<file path="src/rtl/core/pesp_pkg.sv">
// ----------------------------------------------------------------------------
// pesp_pkg
// Shared types and constants for the PES header parser.
// ----------------------------------------------------------------------------
package pesp_pkg;

  typedef enum logic [4:0] {
    PH_HUNT    = 5'd0,
    PH_ID      = 5'd1,
    PH_LENHI   = 5'd2,
    PH_LENLO   = 5'd3,
    PH_SKIP    = 5'd4,
    PH_PAYLOAD = 5'd5,
    PH_FLAGS1  = 5'd6,
    PH_FLAGS2  = 5'd7,
    PH_HDRLEN  = 5'd8,
    PH_PTS     = 5'd9,
    PH_DTS     = 5'd10,
    PH_ESCR    = 5'd11,
    PH_RATE    = 5'd12,
    PH_TRICK   = 5'd13,
    PH_COPY    = 5'd14,
    PH_CRC     = 5'd15,
    PH_EXTF    = 5'd16,
    PH_PRIV    = 5'd17,
    PH_PACKLEN = 5'd18,
    PH_PACK    = 5'd19,
    PH_SEQ     = 5'd20,
    PH_PSTD    = 5'd21,
    PH_EXTLEN  = 5'd22,
    PH_EXTB    = 5'd23,
    PH_STUFF   = 5'd24
  } phase_t;

  localparam logic [3:0] ERR_OK        = 4'd0;
  localparam logic [3:0] ERR_BAD_ID    = 4'd1;
  localparam logic [3:0] ERR_MARKER10  = 4'd2;
  localparam logic [3:0] ERR_PTSDTS    = 4'd3;
  localparam logic [3:0] ERR_TSTAMP    = 4'd4;
  localparam logic [3:0] ERR_ESCR      = 4'd5;
  localparam logic [3:0] ERR_RATE      = 4'd6;
  localparam logic [3:0] ERR_HDR_OVER  = 4'd7;
  localparam logic [3:0] ERR_PKT_OVER  = 4'd8;

  localparam logic [2:0] ADDR_DETAIL = 3'd0;

  function automatic logic [4:0] phase_kind(input phase_t p);
    case (p)
      PH_LENHI, PH_LENLO:   phase_kind = 5'd1;
      PH_SKIP, PH_PAYLOAD:  phase_kind = 5'd19;
      PH_FLAGS1:            phase_kind = 5'd2;
      PH_FLAGS2:            phase_kind = 5'd3;
      PH_HDRLEN, PH_STUFF:  phase_kind = 5'd4;
      PH_PTS:               phase_kind = 5'd5;
      PH_DTS:               phase_kind = 5'd6;
      PH_ESCR:              phase_kind = 5'd7;
      PH_RATE:              phase_kind = 5'd8;
      PH_TRICK:             phase_kind = 5'd9;
      PH_COPY:              phase_kind = 5'd10;
      PH_CRC:               phase_kind = 5'd11;
      PH_EXTF:              phase_kind = 5'd12;
      PH_PRIV:              phase_kind = 5'd13;
      PH_PACKLEN, PH_PACK:  phase_kind = 5'd14;
      PH_SEQ:               phase_kind = 5'd15;
      PH_PSTD:              phase_kind = 5'd16;
      PH_EXTLEN:            phase_kind = 5'd17;
      PH_EXTB:              phase_kind = 5'd18;
      default:              phase_kind = 5'd0;
    endcase
  endfunction

endpackage

</file>
<file path="src/rtl/core/pes_header_parser_top.sv">
// ----------------------------------------------------------------------------
// pes_header_parser_top
// An accepted byte's result is written into the output register in the next cycle.
// Throughput: one byte per cycle; the whole parse step sits between the phase
// registers and the output register, and input stalls only when the output
// register holds a result that the sink is not taking in that cycle.
// Reset: rst (synchronous) returns to start-code hunt, detail_enable to 1.
// ----------------------------------------------------------------------------
module pes_header_parser_top (
  input  logic        clk,
  input  logic        rst,
  input  logic        s_tvalid,
  output logic        s_tready,
  input  logic [7:0]  s_tdata,   // [7:0] data_byte
  output logic        m_tvalid,
  input  logic        m_tready,
  output logic [47:0] m_tdata,   // [41:0] value, [45:42] error_code, zeros
  output logic [4:0]  m_tuser,   // [4:0] kind
  output logic        m_tlast,
  input  logic        psel,
  input  logic        penable,
  input  logic        pwrite,
  input  logic [2:0]  paddr,
  input  logic [31:0] pwdata,
  output logic [31:0] prdata,
  output logic        pready
);
  import pesp_pkg::*;

  logic        detail_enable;
  phase_t      parse_phase, parse_phase_next;
  logic [1:0]  zero_run, zero_run_next;
  logic [7:0]  stream_number, stream_number_next;
  logic [15:0] pkt_left, pkt_left_next;
  logic [7:0]  hdr_left, hdr_left_next;
  logic [15:0] opt_flags, opt_flags_next;
  logic [47:0] acc, acc_next;
  logic [4:0]  byte_cnt, byte_cnt_next;

  logic        res_valid;
  logic [4:0]  res_kind;
  logic [41:0] res_value;
  logic [3:0]  res_err;
  logic        res_last;

  logic        accept;

  assign pready   = 1'b1;
  assign prdata   = (paddr == ADDR_DETAIL) ? {31'd0, detail_enable} : 32'd0;
  assign s_tready = !m_tvalid || m_tready;
  assign accept   = s_tvalid && s_tready;

  function automatic logic present(input phase_t q, input logic [15:0] f);
    logic ext;
    ext = f[0];
    case (q)
      PH_PTS:     present = f[7];
      PH_DTS:     present = f[7] && f[6];
      PH_ESCR:    present = f[5];
      PH_RATE:    present = f[4];
      PH_TRICK:   present = f[3];
      PH_COPY:    present = f[2];
      PH_CRC:     present = f[1];
      PH_EXTF:    present = ext;
      PH_PRIV:    present = ext && f[15];
      PH_PACKLEN: present = ext && f[14];
      PH_SEQ:     present = ext && f[13];
      PH_PSTD:    present = ext && f[12];
      PH_EXTLEN:  present = ext && f[8];
      default:    present = 1'b0;
    endcase
  endfunction

  function automatic logic [32:0] tstamp(input logic [47:0] a);
    tstamp = {a[35:33], a[31:17], a[15:1]};
  endfunction

  // next-element lookup, over the flags and lengths as they stand after the byte
  logic        adv_en;
  phase_t      adv_from;
  phase_t      adv_phase;
  logic        adv_hunt;

  always_comb begin
    adv_phase = PH_STUFF;
    adv_hunt  = 1'b0;
    for (int q = int'(PH_STUFF) - 1; q >= int'(PH_PTS); q--) begin
      if (q > int'(adv_from) && present(phase_t'(5'(q)), opt_flags_next))
        adv_phase = phase_t'(5'(q));
    end
    if (adv_phase == PH_STUFF) begin
      if (hdr_left_next != 8'd0)      adv_phase = PH_STUFF;
      else if (pkt_left_next != 16'd0) adv_phase = PH_PAYLOAD;
      else begin
        adv_phase = PH_HUNT;
        adv_hunt  = 1'b1;
      end
    end
  end

  logic        emit;
  logic [4:0]  e_kind;
  logic [41:0] e_value;
  logic [3:0]  e_err;
  logic        e_last;
  logic        e_fail;
  logic        e_done;
  logic [4:0]  kind_now;
  logic [47:0] a_sh;
  logic [4:0]  cnt_inc;
  logic [7:0]  b;
  logic [7:0]  left_b;
  logic [32:0] escr_clk;
  logic [2:0]  ctl;
  phase_t      ph_pre;
  phase_t      fin_phase;
  logic [15:0] pkt_dec;

  always_comb begin
    b        = s_tdata;
    kind_now = phase_kind(parse_phase);
    a_sh     = {acc[39:0], b};
    cnt_inc  = byte_cnt + 5'd1;
    left_b   = a_sh[15:8];
    escr_clk = {a_sh[45:43], a_sh[41:27], a_sh[25:11]};
    ctl      = b[7:5];
    pkt_dec  = (pkt_left != 16'd0) ? pkt_left - 16'd1 : 16'd0;

    ph_pre             = parse_phase;
    zero_run_next      = zero_run;
    stream_number_next = stream_number;
    pkt_left_next      = pkt_left;
    hdr_left_next      = hdr_left;
    opt_flags_next     = opt_flags;
    acc_next           = acc;
    byte_cnt_next      = byte_cnt;
    adv_en   = 1'b0;
    adv_from = parse_phase;
    emit     = 1'b0;
    e_kind   = kind_now;
    e_value  = 42'(b);
    e_err    = ERR_OK;
    e_last   = 1'b0;
    e_fail   = 1'b0;
    e_done   = 1'b0;

    unique case (parse_phase)
      PH_HUNT: begin
        if (b == 8'd1 && zero_run == 2'd2) begin
          ph_pre = PH_ID;
          zero_run_next = 2'd0;
        end else if (b == 8'd0) begin
          if (zero_run < 2'd2) zero_run_next = zero_run + 2'd1;
        end else zero_run_next = 2'd0;
      end
      PH_ID: begin
        stream_number_next = b;
        emit = 1'b1;
        e_kind = 5'd0;
        if (b < 8'hBC) begin
          e_fail = 1'b1;
          e_err  = ERR_BAD_ID;
        end else ph_pre = PH_LENHI;
      end
      PH_LENHI: begin
        acc_next = 48'(b);
        ph_pre = PH_LENLO;
      end
      PH_LENLO: begin
        pkt_left_next  = {acc[7:0], b};
        hdr_left_next  = 8'd0;
        opt_flags_next = 16'd0;
        acc_next       = 48'd0;
        byte_cnt_next  = 5'd0;
        emit    = 1'b1;
        e_kind  = 5'd1;
        e_value = 42'({acc[7:0], b});
        if (!detail_enable) begin
          ph_pre = (pkt_left_next != 16'd0) ? PH_SKIP : PH_HUNT;
          e_last = 1'b1;
          if (pkt_left_next == 16'd0) zero_run_next = 2'd0;
        end else if (stream_number == 8'hBC || stream_number == 8'hBE ||
                     stream_number == 8'hBF || stream_number == 8'hF0 ||
                     stream_number == 8'hF1 || stream_number == 8'hF2 ||
                     stream_number == 8'hF8 || stream_number == 8'hFF) begin
          ph_pre = (pkt_left_next != 16'd0) ? PH_PAYLOAD : PH_HUNT;
          e_last = (pkt_left_next == 16'd0);
          if (pkt_left_next == 16'd0) zero_run_next = 2'd0;
        end else ph_pre = PH_FLAGS1;
      end
      PH_SKIP, PH_PAYLOAD: begin
        pkt_left_next = pkt_dec;
        if (pkt_dec == 16'd0) begin
          ph_pre = PH_HUNT;
          zero_run_next = 2'd0;
        end
        if (parse_phase == PH_PAYLOAD) begin
          emit   = 1'b1;
          e_kind = 5'd19;
          e_last = (pkt_dec == 16'd0);
        end
      end
      PH_FLAGS1, PH_FLAGS2, PH_HDRLEN: begin
        emit = 1'b1;
        if (pkt_left == 16'd0) begin
          e_fail = 1'b1;
          e_err  = ERR_PKT_OVER;
        end else begin
          pkt_left_next = pkt_left - 16'd1;
          if (parse_phase == PH_FLAGS1) begin
            if (b[7:6] != 2'b10) begin
              e_fail = 1'b1;
              e_err  = ERR_MARKER10;
            end else ph_pre = PH_FLAGS2;
          end else if (parse_phase == PH_FLAGS2) begin
            if (b[7:6] == 2'b01) begin
              e_fail = 1'b1;
              e_err  = ERR_PTSDTS;
            end else begin
              opt_flags_next = {8'd0, b};
              ph_pre = PH_HDRLEN;
            end
          end else begin
            if (16'(b) > pkt_left_next) begin
              e_fail = 1'b1;
              e_err  = ERR_PKT_OVER;
            end else begin
              hdr_left_next = b;
              e_done = 1'b1;
            end
          end
        end
      end
      PH_PTS, PH_DTS, PH_ESCR, PH_RATE, PH_TRICK, PH_COPY, PH_CRC, PH_EXTF,
      PH_PRIV, PH_PACKLEN, PH_PACK, PH_SEQ, PH_PSTD, PH_EXTLEN, PH_EXTB,
      PH_STUFF: begin
        if (hdr_left == 8'd0) begin
          emit   = 1'b1;
          e_fail = 1'b1;
          e_err  = ERR_HDR_OVER;
        end else begin
          hdr_left_next = hdr_left - 8'd1;
          pkt_left_next = pkt_dec;
          acc_next      = a_sh;
          byte_cnt_next = cnt_inc;
          case (parse_phase)
            PH_PTS, PH_DTS: begin
              if (cnt_inc >= 5'd5) begin
                emit = 1'b1;
                if (a_sh[39:36] != ((parse_phase == PH_PTS) ?
                                    {2'b00, opt_flags[7:6]} : 4'd1) ||
                    !a_sh[32] || !a_sh[16] || !a_sh[0]) begin
                  e_fail = 1'b1;
                  e_err  = ERR_TSTAMP;
                end else begin
                  e_value = 42'(tstamp(a_sh));
                  e_done  = 1'b1;
                end
              end
            end
            PH_ESCR: begin
              if (cnt_inc >= 5'd6) begin
                emit = 1'b1;
                if (!a_sh[42] || !a_sh[26] || !a_sh[10] || !a_sh[0]) begin
                  e_fail = 1'b1;
                  e_err  = ERR_ESCR;
                end else begin
                  e_value = {escr_clk, a_sh[9:1]};
                  e_done  = 1'b1;
                end
              end
            end
            PH_RATE: begin
              if (cnt_inc >= 5'd3) begin
                emit = 1'b1;
                if (!a_sh[23] || !a_sh[0]) begin
                  e_fail = 1'b1;
                  e_err  = ERR_RATE;
                end else begin
                  e_value = 42'(a_sh[22:1]);
                  e_done  = 1'b1;
                end
              end
            end
            PH_TRICK: begin
              emit = 1'b1;
              e_done = 1'b1;
              if (ctl == 3'd2)      e_value = 42'(b & 8'hF8);
              else if (ctl >= 3'd5) e_value = 42'(b & 8'hE0);
            end
            PH_COPY: begin
              emit = 1'b1;
              e_done = 1'b1;
              e_value = 42'(b & 8'h7F);
            end
            PH_CRC: begin
              if (cnt_inc >= 5'd2) begin
                emit = 1'b1;
                e_done = 1'b1;
                e_value = 42'(a_sh[15:0]);
              end
            end
            PH_EXTF: begin
              opt_flags_next = {b, opt_flags[7:0]};
              emit = 1'b1;
              e_done = 1'b1;
            end
            PH_PRIV: begin
              emit = 1'b1;
              if (cnt_inc >= 5'd16) e_done = 1'b1;
            end
            PH_PACKLEN: begin
              emit = 1'b1;
              if (b == 8'd0) begin
                e_done = 1'b1;
                adv_from = PH_PACK;
              end else begin
                ph_pre = PH_PACK;
                acc_next = 48'(b);
                byte_cnt_next = 5'd0;
              end
            end
            PH_EXTLEN: begin
              emit = 1'b1;
              e_value = 42'(b & 8'h7F);
              if (b[6:0] == 7'd0) begin
                e_done = 1'b1;
                adv_from = PH_EXTB;
              end else begin
                ph_pre = PH_EXTB;
                acc_next = 48'(b & 8'h7F);
                byte_cnt_next = 5'd0;
              end
            end
            PH_PACK, PH_EXTB: begin
              emit = 1'b1;
              if (left_b > 8'd1) begin
                acc_next = 48'(left_b - 8'd1);
                byte_cnt_next = 5'd0;
              end else e_done = 1'b1;
            end
            PH_SEQ: begin
              if (cnt_inc >= 5'd2) begin
                emit = 1'b1;
                e_done = 1'b1;
                e_value = 42'({a_sh[14:8], a_sh[6:0]});
              end
            end
            PH_PSTD: begin
              if (cnt_inc >= 5'd2) begin
                emit = 1'b1;
                e_done = 1'b1;
                e_value = 42'({a_sh[13:8], a_sh[7:0]});
              end
            end
            default: begin
              // stuffing: leave when the header is used up
              if (hdr_left_next == 8'd0) begin
                e_done = 1'b0;
                adv_en = 1'b1;
                adv_from = PH_STUFF;
              end
            end
          endcase
        end
      end
      default: begin
        ph_pre = PH_HUNT;
        zero_run_next = 2'd0;
      end
    endcase

    if (e_done) adv_en = 1'b1;

    fin_phase = ph_pre;
    if (adv_en) begin
      acc_next      = 48'd0;
      byte_cnt_next = 5'd0;
      fin_phase     = adv_phase;
      if (adv_hunt) zero_run_next = 2'd0;
    end
    if (e_fail) begin
      fin_phase     = PH_HUNT;
      zero_run_next = 2'd0;
      e_last        = 1'b1;
      e_value       = 42'(b);
    end else if (e_done) begin
      e_last = (fin_phase == PH_HUNT) ||
               (fin_phase == PH_STUFF && pkt_left_next == 16'(hdr_left_next));
    end
    parse_phase_next = fin_phase;
  end

  always_ff @(posedge clk) begin
    if (rst) begin
      detail_enable <= 1'b1;
      parse_phase   <= PH_HUNT;
      zero_run      <= 2'd0;
      stream_number <= 8'd0;
      pkt_left      <= 16'd0;
      hdr_left      <= 8'd0;
      opt_flags     <= 16'd0;
      acc           <= 48'd0;
      byte_cnt      <= 5'd0;
      res_valid     <= 1'b0;
    end else begin
      if (psel && penable && pwrite && pready && paddr == ADDR_DETAIL)
        detail_enable <= pwdata[0];
      if (accept && emit) res_valid <= 1'b1;
      else if (m_tvalid && m_tready) res_valid <= 1'b0;
      if (accept) begin
        parse_phase   <= parse_phase_next;
        zero_run      <= zero_run_next;
        stream_number <= stream_number_next;
        pkt_left      <= pkt_left_next;
        hdr_left      <= hdr_left_next;
        opt_flags     <= opt_flags_next;
        acc           <= acc_next;
        byte_cnt      <= byte_cnt_next;
      end
    end
  end

  always_ff @(posedge clk) begin
    if (accept && emit) begin
      res_kind  <= e_kind;
      res_value <= e_value;
      res_err   <= e_err;
      res_last  <= e_last;
    end
  end

  assign m_tvalid = res_valid;
  assign m_tdata  = {2'b00, res_err, res_value};
  assign m_tuser  = res_kind;
  assign m_tlast  = res_last;

  // an error result always closes the packet
  assert property (@(posedge clk) disable iff (rst)
    (m_tvalid && m_tdata[45:42] != ERR_OK) |-> m_tlast)
    else $error("error result without last");

  // a waiting result is not overwritten
  assert property (@(posedge clk) disable iff (rst)
    (m_tvalid && !m_tready) |=> (m_tvalid && $stable(m_tdata)))
    else $error("result lost under stall");

  // the hunt's zero counter never passes two
  assert property (@(posedge clk) disable iff (rst) zero_run != 2'd3)
    else $error("zero run overflow");

endmodule
</file>
<file path="config.mk">
export PLATFORM = sky130hd
export DESIGN_NAME = pes_header_parser_top
export DESIGN_NICKNAME = d
export VERILOG_FILES = /design/src/rtl/core/pesp_pkg.sv /design/src/rtl/core/pes_header_parser_top.sv
export SDC_FILE = /design/constraint.sdc
export NUM_CORES = 1
export LEC_CHECK = 0
export ABC_AREA = 1
export BUFFER_PORTS_ARGS = -buffer_cell sky130_fd_sc_hd__buf_2
export CAP_MARGIN = 10
export CORE_MARGIN = 4
export CORE_UTILIZATION = 54
export CTS_CLUSTER_DIAMETER = 80
export CTS_CLUSTER_SIZE = 24
export DETAILED_ROUTE_END_ITERATION = 8
export GPL_TIMING_DRIVEN = 0
export HOLD_SLACK_MARGIN = 0.03
export PLACE_DENSITY = 0.78
export SLEW_MARGIN = 10
export SYNTH_ARGS = -nofsm -noshare
export SYNTH_HDL_FRONTEND = slang
export SYNTH_SLANG_ARGS = --single-unit
</file>
<file path="constraint.sdc">
create_clock -name clk -period 4.8 [get_ports clk]
set_input_delay 0.48 -clock clk [delete_from_list [all_inputs] [get_ports clk]]
set_output_delay 0.48 -clock clk [all_outputs]
set_load 0.02 [all_outputs]
</file>
### Yosys cells after proc, flatten, opt, wreduce, memory -nomap -nowiden

Memory sizes are Yosys's and may differ from the RTL's. A register that Yosys moved wholly into a read port is not among the register bits.
Cells that the tools add are included.

| word-level totals | value |
|---|---|
| register bits | 149 |
| output and inout bits | 89 |
| memories | 1 |
| logic and storage cells | 346 |
| input port bits | 50 |
| memory bits (read-only) | 160 |

| cells by class | value |
|---|---|
| reductions and logical operators | 84 |
| $add $sub $neg | 5 |
| order comparisons | 23 |
| equality and inequality tests | 42 |
| mux-type cells | 176 |

Memories:

| name | words | bits a word | rd ports | clocked after memory_dff | wr ports | RTL line | text |
|---|---|---|---|---|---|---|---|
| (no name shown) | 32 | 5 | 1 | 1 | 0 | pesp_pkg.sv:48 | `case (p)` |

Operator list:

| operator | count |
|---|---|
| one-hot mux 42 bit (8 select lines) | 1 |
| one-hot mux 38 bit (3 select lines) | 2 |
| two-way mux 5 bit | 42 |
| two-way mux 38 bit | 5 |
| two-way mux 16 bit | 10 |
| two-way mux 42 bit | 3 |
| one-hot mux 42 bit (2 select lines) | 1 |
| two-way mux 33 bit | 2 |
| equality test 8 bit, second input constant | 8 |
| one-hot mux 16 bit (4 select lines) | 1 |
| equality test 5 bit, second input constant | 11 |
| two-way mux 1 bit | 51 |
| zero test 16 bit | 3 |
| two-way mux 8 bit | 6 |
| one-hot mux 16 bit (3 select lines) | 1 |
| nonzero test 16 bit | 3 |
| one-hot mux 5 bit (3 select lines) | 3 |
| two-way mux 22 bit | 2 |
| equality test 5 x 4 -> 1 bit, second input constant | 8 |
| two-way mux 3 bit | 12 |
| greater-than comparator 4 x 5 -> 1 bit, first input constant | 7 |
| one-hot mux 5 bit (7 select lines) | 1 |
| greater-than comparator 5 bit, first input constant | 6 |
| two-way mux 14 bit | 2 |
| other kinds (56) | 139 |

### Longest topological paths before layout

| depth | value |
|---|---|
| depth after elaboration | 28 |
| mapped depth | 32 |
| gate-level depth less buffers | 32 |

### Worst setup path after synthesis

OpenSTA, ideal clock, no wires.

| timing | value |
|---|---|
| path type | register -> register |
| start point | reg parse_phase[3] |
| end point | reg res_last (netlist: m_tlast), enable pin |
| arrival time | 4.304 ns |
| period minus slack after synthesis | 4.798 ns |
| required time | 4.305 ns |
| setup slack | 0.002 ns |
| stages on the path, launching flop included | 13 |
| path through | dfxtp_1 buf_6 inv_2 nand2_1 nor2_1 nand2_1 nand2_1 nor2_1 nand2_1 nor2_4 nor2_1 inv_2 a31oi_1 |

| between the ends | value |
|---|---|
| longest elaborated chain between the ends | 6 |
| elaborated cells on any way between the ends | 34 |
| those cells by class | eq/ne: 23; mux: 4; reduce/logical: 7 |

RTL lines:

| element | RTL line | text |
|---|---|---|
| from (decl) | pes_header_parser_top.sv:31 | `phase_t parse_phase, parse_phase_next;` |
| from (signal assigned) | pes_header_parser_top.sv:412 | `parse_phase <= parse_phase_next;` |
| equality test 5 bit / equality test 5 x 4 -> 1 bit (equally long branches) | pes_header_parser_top.sv:147, pes_header_parser_top.sv:246 |  |
| OR reduction 8 bit (no source line) (tied with other cells) | n/a |  |
| one-hot mux 1 bit (5 select lines) | pes_header_parser_top.sv:246 | `case (parse_phase)` |
| two-way mux 1 bit | pes_header_parser_top.sv:237 | `if (hdr_left == 8'd0) begin` |
| one-hot mux 1 bit (3 select lines) * | pes_header_parser_top.sv:147 | `unique case (parse_phase)` |
| logical AND 1 bit * | pes_header_parser_top.sv:425 | `if (accept && emit) begin` |
| to (signal assigned) | pes_header_parser_top.sv:429 | `res_last <= e_last;` |
| to (decl) | pes_header_parser_top.sv:44 | `logic res_last;` |

Every way passes the cells marked *; elsewhere a longest branch is shown, timed or not.
A chain may end at the register's enable or synchronous reset.

### Final worst setup path

| timing | value |
|---|---|
| start point | reg pkt_left[1] |
| end point | reg kind_now[2] (netlist name) |

| between the ends | value |
|---|---|
| longest elaborated chain between the ends | 24 |
| elaborated cells on any way between the ends | 72 |
| those cells by class | add/sub: 1; order compare: 1; eq/ne: 1; mux: 45; reduce/logical: 24 |

RTL lines:

| element | RTL line | text |
|---|---|---|
| from (decl) | pes_header_parser_top.sv:34 | `logic [15:0] pkt_left, pkt_left_next;` |
| from (signal assigned) | pes_header_parser_top.sv:415 | `pkt_left <= pkt_left_next;` |
| parallel branches: the longest is 21 deep, another holds subtractor 16 x 1 -> 16 bit | n/a |  |
| two-way mux 5 bit * | pes_header_parser_top.sv:382 | `if (e_fail) begin` |
| two-way mux 5 bit (no source line) * (2 in a row) | n/a |  |

Mark *: on every way between the ends. The select of a mux whose other input is x is not followed.

==> results.toml <==
[status]
outcome = "finished clean"

[timing]
fin_crit_sh_pct = 95.20
maxSlewViolCount = 0
setup_viol = 0
rsz0062_at_grt = "no"
period_minus_slack_ps = 4569
hold_viol = 0
max_slew_margin_pct = 39.02
fmax_mhz = 218.8
worstMarginPinSlew_ps = 914.7
skew_ps = 15.77

[finish]
diodes = 0
nFillCells = 1854
post-route-cell-area_sq_um = 12330
layout-drive-gt1-share_pct = 13.43
area_delta_synth_final_pct = 14.59
nNetsFinal = 1789

[global_routing]
grt.total_usage_pct = 35.44
top_usage_layer = "met2"
grtUsageMet1_pct = 45.33
grt_use_met3_pct = 7.809
grt_overflow = 0
grt_max_degree = 31
use_met2_pct = 57.03
antenna_found_initial = 0
grt_pass1_vias = 10753
grt_pass1_wl_um = 60730

[power_and_ir_drop]
p_int_mw = 2.223
p_clk_share_pct = 42.7
power_mw = 3.285
p_comb_share_pct = 15.2
p_leak_nw = 5.675
switching_share_pct = 32.34
p_switching_mw = 1.062
ir_drop_uv = 243.1
seq_power_share_pct = 42.1
power_density_nw_per_um2 = 266.5

[routing]
drt-total-wl_um = 40050
drtIter0Drc = 1209
via_per_inst = 5.953
final_antenna_net_count = 0
wl_per_cell_um = 20.09
firstDrtPassIters = 6
dr_total_vias = 11864
drc_errors = 0

[hold_path]
hold_class = "input pin to register"
hold_start = "pwdata[0]"

[clocking]
h-tree-depth = 4
ctsHoldBuffers = 0
cts.sink_count = 154
cts_root_buffer = "clkbuf_16"
clock_latency_ps = 440
clk_path_buf_depth = 2
clk_pin_slew_ps = 80
cts_tree = "done"
cts_buffers = 17

[floorplanning]
coreArea_sq_um = 19530
placement_rows = 51
pin_count = 139
die_area_sq_um = 22240
die_width_um = 149.1
start_util_pct = 55.09
die_y_um = 149.1

[logic_synthesis]
synthTopCellsByCount = "nand2_1 (324), inv_1 (201), nor2_1 (168), o21ai_0 (129), a21oi_1 (104)"
yosys.area.top_type = "dfxtp_1"
avgSynthCellArea_sq_um = 6.786
ys_ff_latch = 154
syn_inst = 1585
synth_top_area_share_pct = 18.98
synth_top_flop_cell = "dfxtp_1"
synth-edff-count = 52
syn_area_sq_um = 10760
yosysMostFrequentCell = "nand2_1"
synth_warnings = 0
synthTopCellsByArea = "dfxtp_1 (19%), edfxtp_1 (15%), nand2_1 (11%)"
ys_types = 55
seq_area_frac_synth_pct = 33.50
synthArstFlopShare_pct = 0

[setup_path]
cpMostUsedCell = "nand3_1"
ff2ff_path_depth = 28
required_ps = 5140
cp_max_fo = 10
worstSetupEndpointType = "register"
arrival_ps = 4910
cp-startpoint = "pkt_left[1]"
startpoint_type = "register"
slowest_stage = "dfxtp_1"
r2r_setup_slack_ps = 230
worstSetupPathType = "register to register"
r2r_start = "pkt_left[1]"
max_stage_delay_ps = 370
crit_end = "kind_now[2]"
r2r_end = "kind_now[2]"

[placement]
gp_congestion = 1.027
hpwl_um = 30250
io_buffers = 72
placed_area_sq_um = 11630

[job]
cap_viol_max_count = 0
## metrics by stage
| stage | std cells | hold WS (ps) | setup TNS (ps) | utilization [%] | setup WS (ps) |
|---|---|---|---|---|---|
| 2_1_floorplan | 1617 | 430.0 | 0 | - | 1.620 |
| 3_3_place_gp | 1954 | 449.5 | -125390 | 59.25 | -2374 |
| 3_5_place_dp | 1956 | 446.0 | -266.5 | 59.57 | -119.6 |
| 4_1_cts | 1988 | 293.2 | 0 | 62.72 | 64.58 |
| 5_1_grt | 1993 | 314.2 | 0 | 63.12 | 10.93 |
| 6_report | 1993 | 290.5 | 0 | 63.12 | 230.6 |
## sequential cells by signal (all words and copies together) (netlist names)
signal,cells
hdr_left,8
byte_cnt,5
pkt_left,16
zero_run,2
stream_number,8
acc,38
parse_phase,5
m_tvalid,1
m_tuser,5
kind_now,5
detail_enable,1
opt_flags,13
m_tlast,1
res_err,4
res_value,42
## metal layers
| layer | up-vias | wire, um |
|---|---|---|
| li1 | 5544 | - |
| met1 | 5419 | 15490 |
| met2 | 734 | 18230 |
| met3 | 167 | 4319 |
| met4 | 0 | 2008 |
| met5 | - | 0 |
## power groups by stage
stage	clock [mW]	combinational (mW)	sequential, mW
6_report	1.40	0.500	1.38
5_1_grt	1.46	0.548	1.38
4_1_cts	1.40	0.470	1.38
3_5_place_dp	0	0.467	1.41
3_3_place_gp	0	0.459	1.41
2_1_floorplan	0	0.343	1.40
## layout make-up
| class | instances | area [sq um] | share of cell area (%) |
|---|---|---|---|
| buffer | 94 | 533.0 | 4.324 |
| clock buffer | 17 | 425.4 | 3.451 |
| clock inverter | 15 | 176.4 | 1.431 |
| inverter | 224 | 840.8 | 6.822 |
| multi-input combinational | 1146 | 5977 | 48.49 |
| sequential | 154 | 3603 | 29.24 |
| tap | 265 | 331.6 | 2.690 |
| timing repair buffer | 78 | 437.9 | 3.553 |
## logic make-up after synthesis
group | synth area share [%]
adders and majority gates | 2.792
AOI/OAI and AO/OA | 20.98
xor gates and xnor gates | 2.036
other | 0.06982
buffers and inverters | 12.70
DFF | 33.50
and+or+nand+nor | 27.92
## timing repair
action / CTS / global route
gates resized for setup: 4 / 15
setup buffers: 0 / 4
pin swaps: 0 / 3
gates cloned: 0 / 1
setup endpoints to repair: 5 / 5
## critical path, delay by kind of cell (launching register included)
kind                     cells  cell delay [ps]
adder cells (fa/ha/maj)      2              560
buffers and inverters        2              270
XOR/XNOR                     1              240
flip-flops                   1              370
AND/OR/NAND/NOR             23             3020
## worst min-delay path by stage
stage,to,slack (ps),depth (start not counted)
6_report,detail_enable,290,3
5_1_grt,detail_enable,310,3
4_1_cts,detail_enable,290,3
3_5_place_dp,acc[36],450,2
3_3_place_gp,acc[37],450,2
2_1_floorplan,acc[36],430,2
## layout by cell type, fill, tap and decap left out, types with 6 or more instances in the layout
master,n
nand2_1,322
inv_1,200
nor2_1,163
o21ai_0,129
a21oi_1,103
dfxtp_1,102
nand3_1,95
buf_2,80
edfxtp_1,52
clkbuf_1,43
buf_4,39
conb_1,34
a22oi_1,30
o22ai_1,26
o211ai_1,26
a211oi_1,22
ha_1,22
nand4_1,21
xor2_1,20
inv_2,18
clkbuf_16,17
nor3_1,15
nor2_2,14
nand2_2,13
nor4_1,9
o2111ai_1,8
a31oi_1,8
a221oi_1,7
inv_8,7
nor2_4,6
clkinv_1,6
Power figures use the tool's default switching activity.
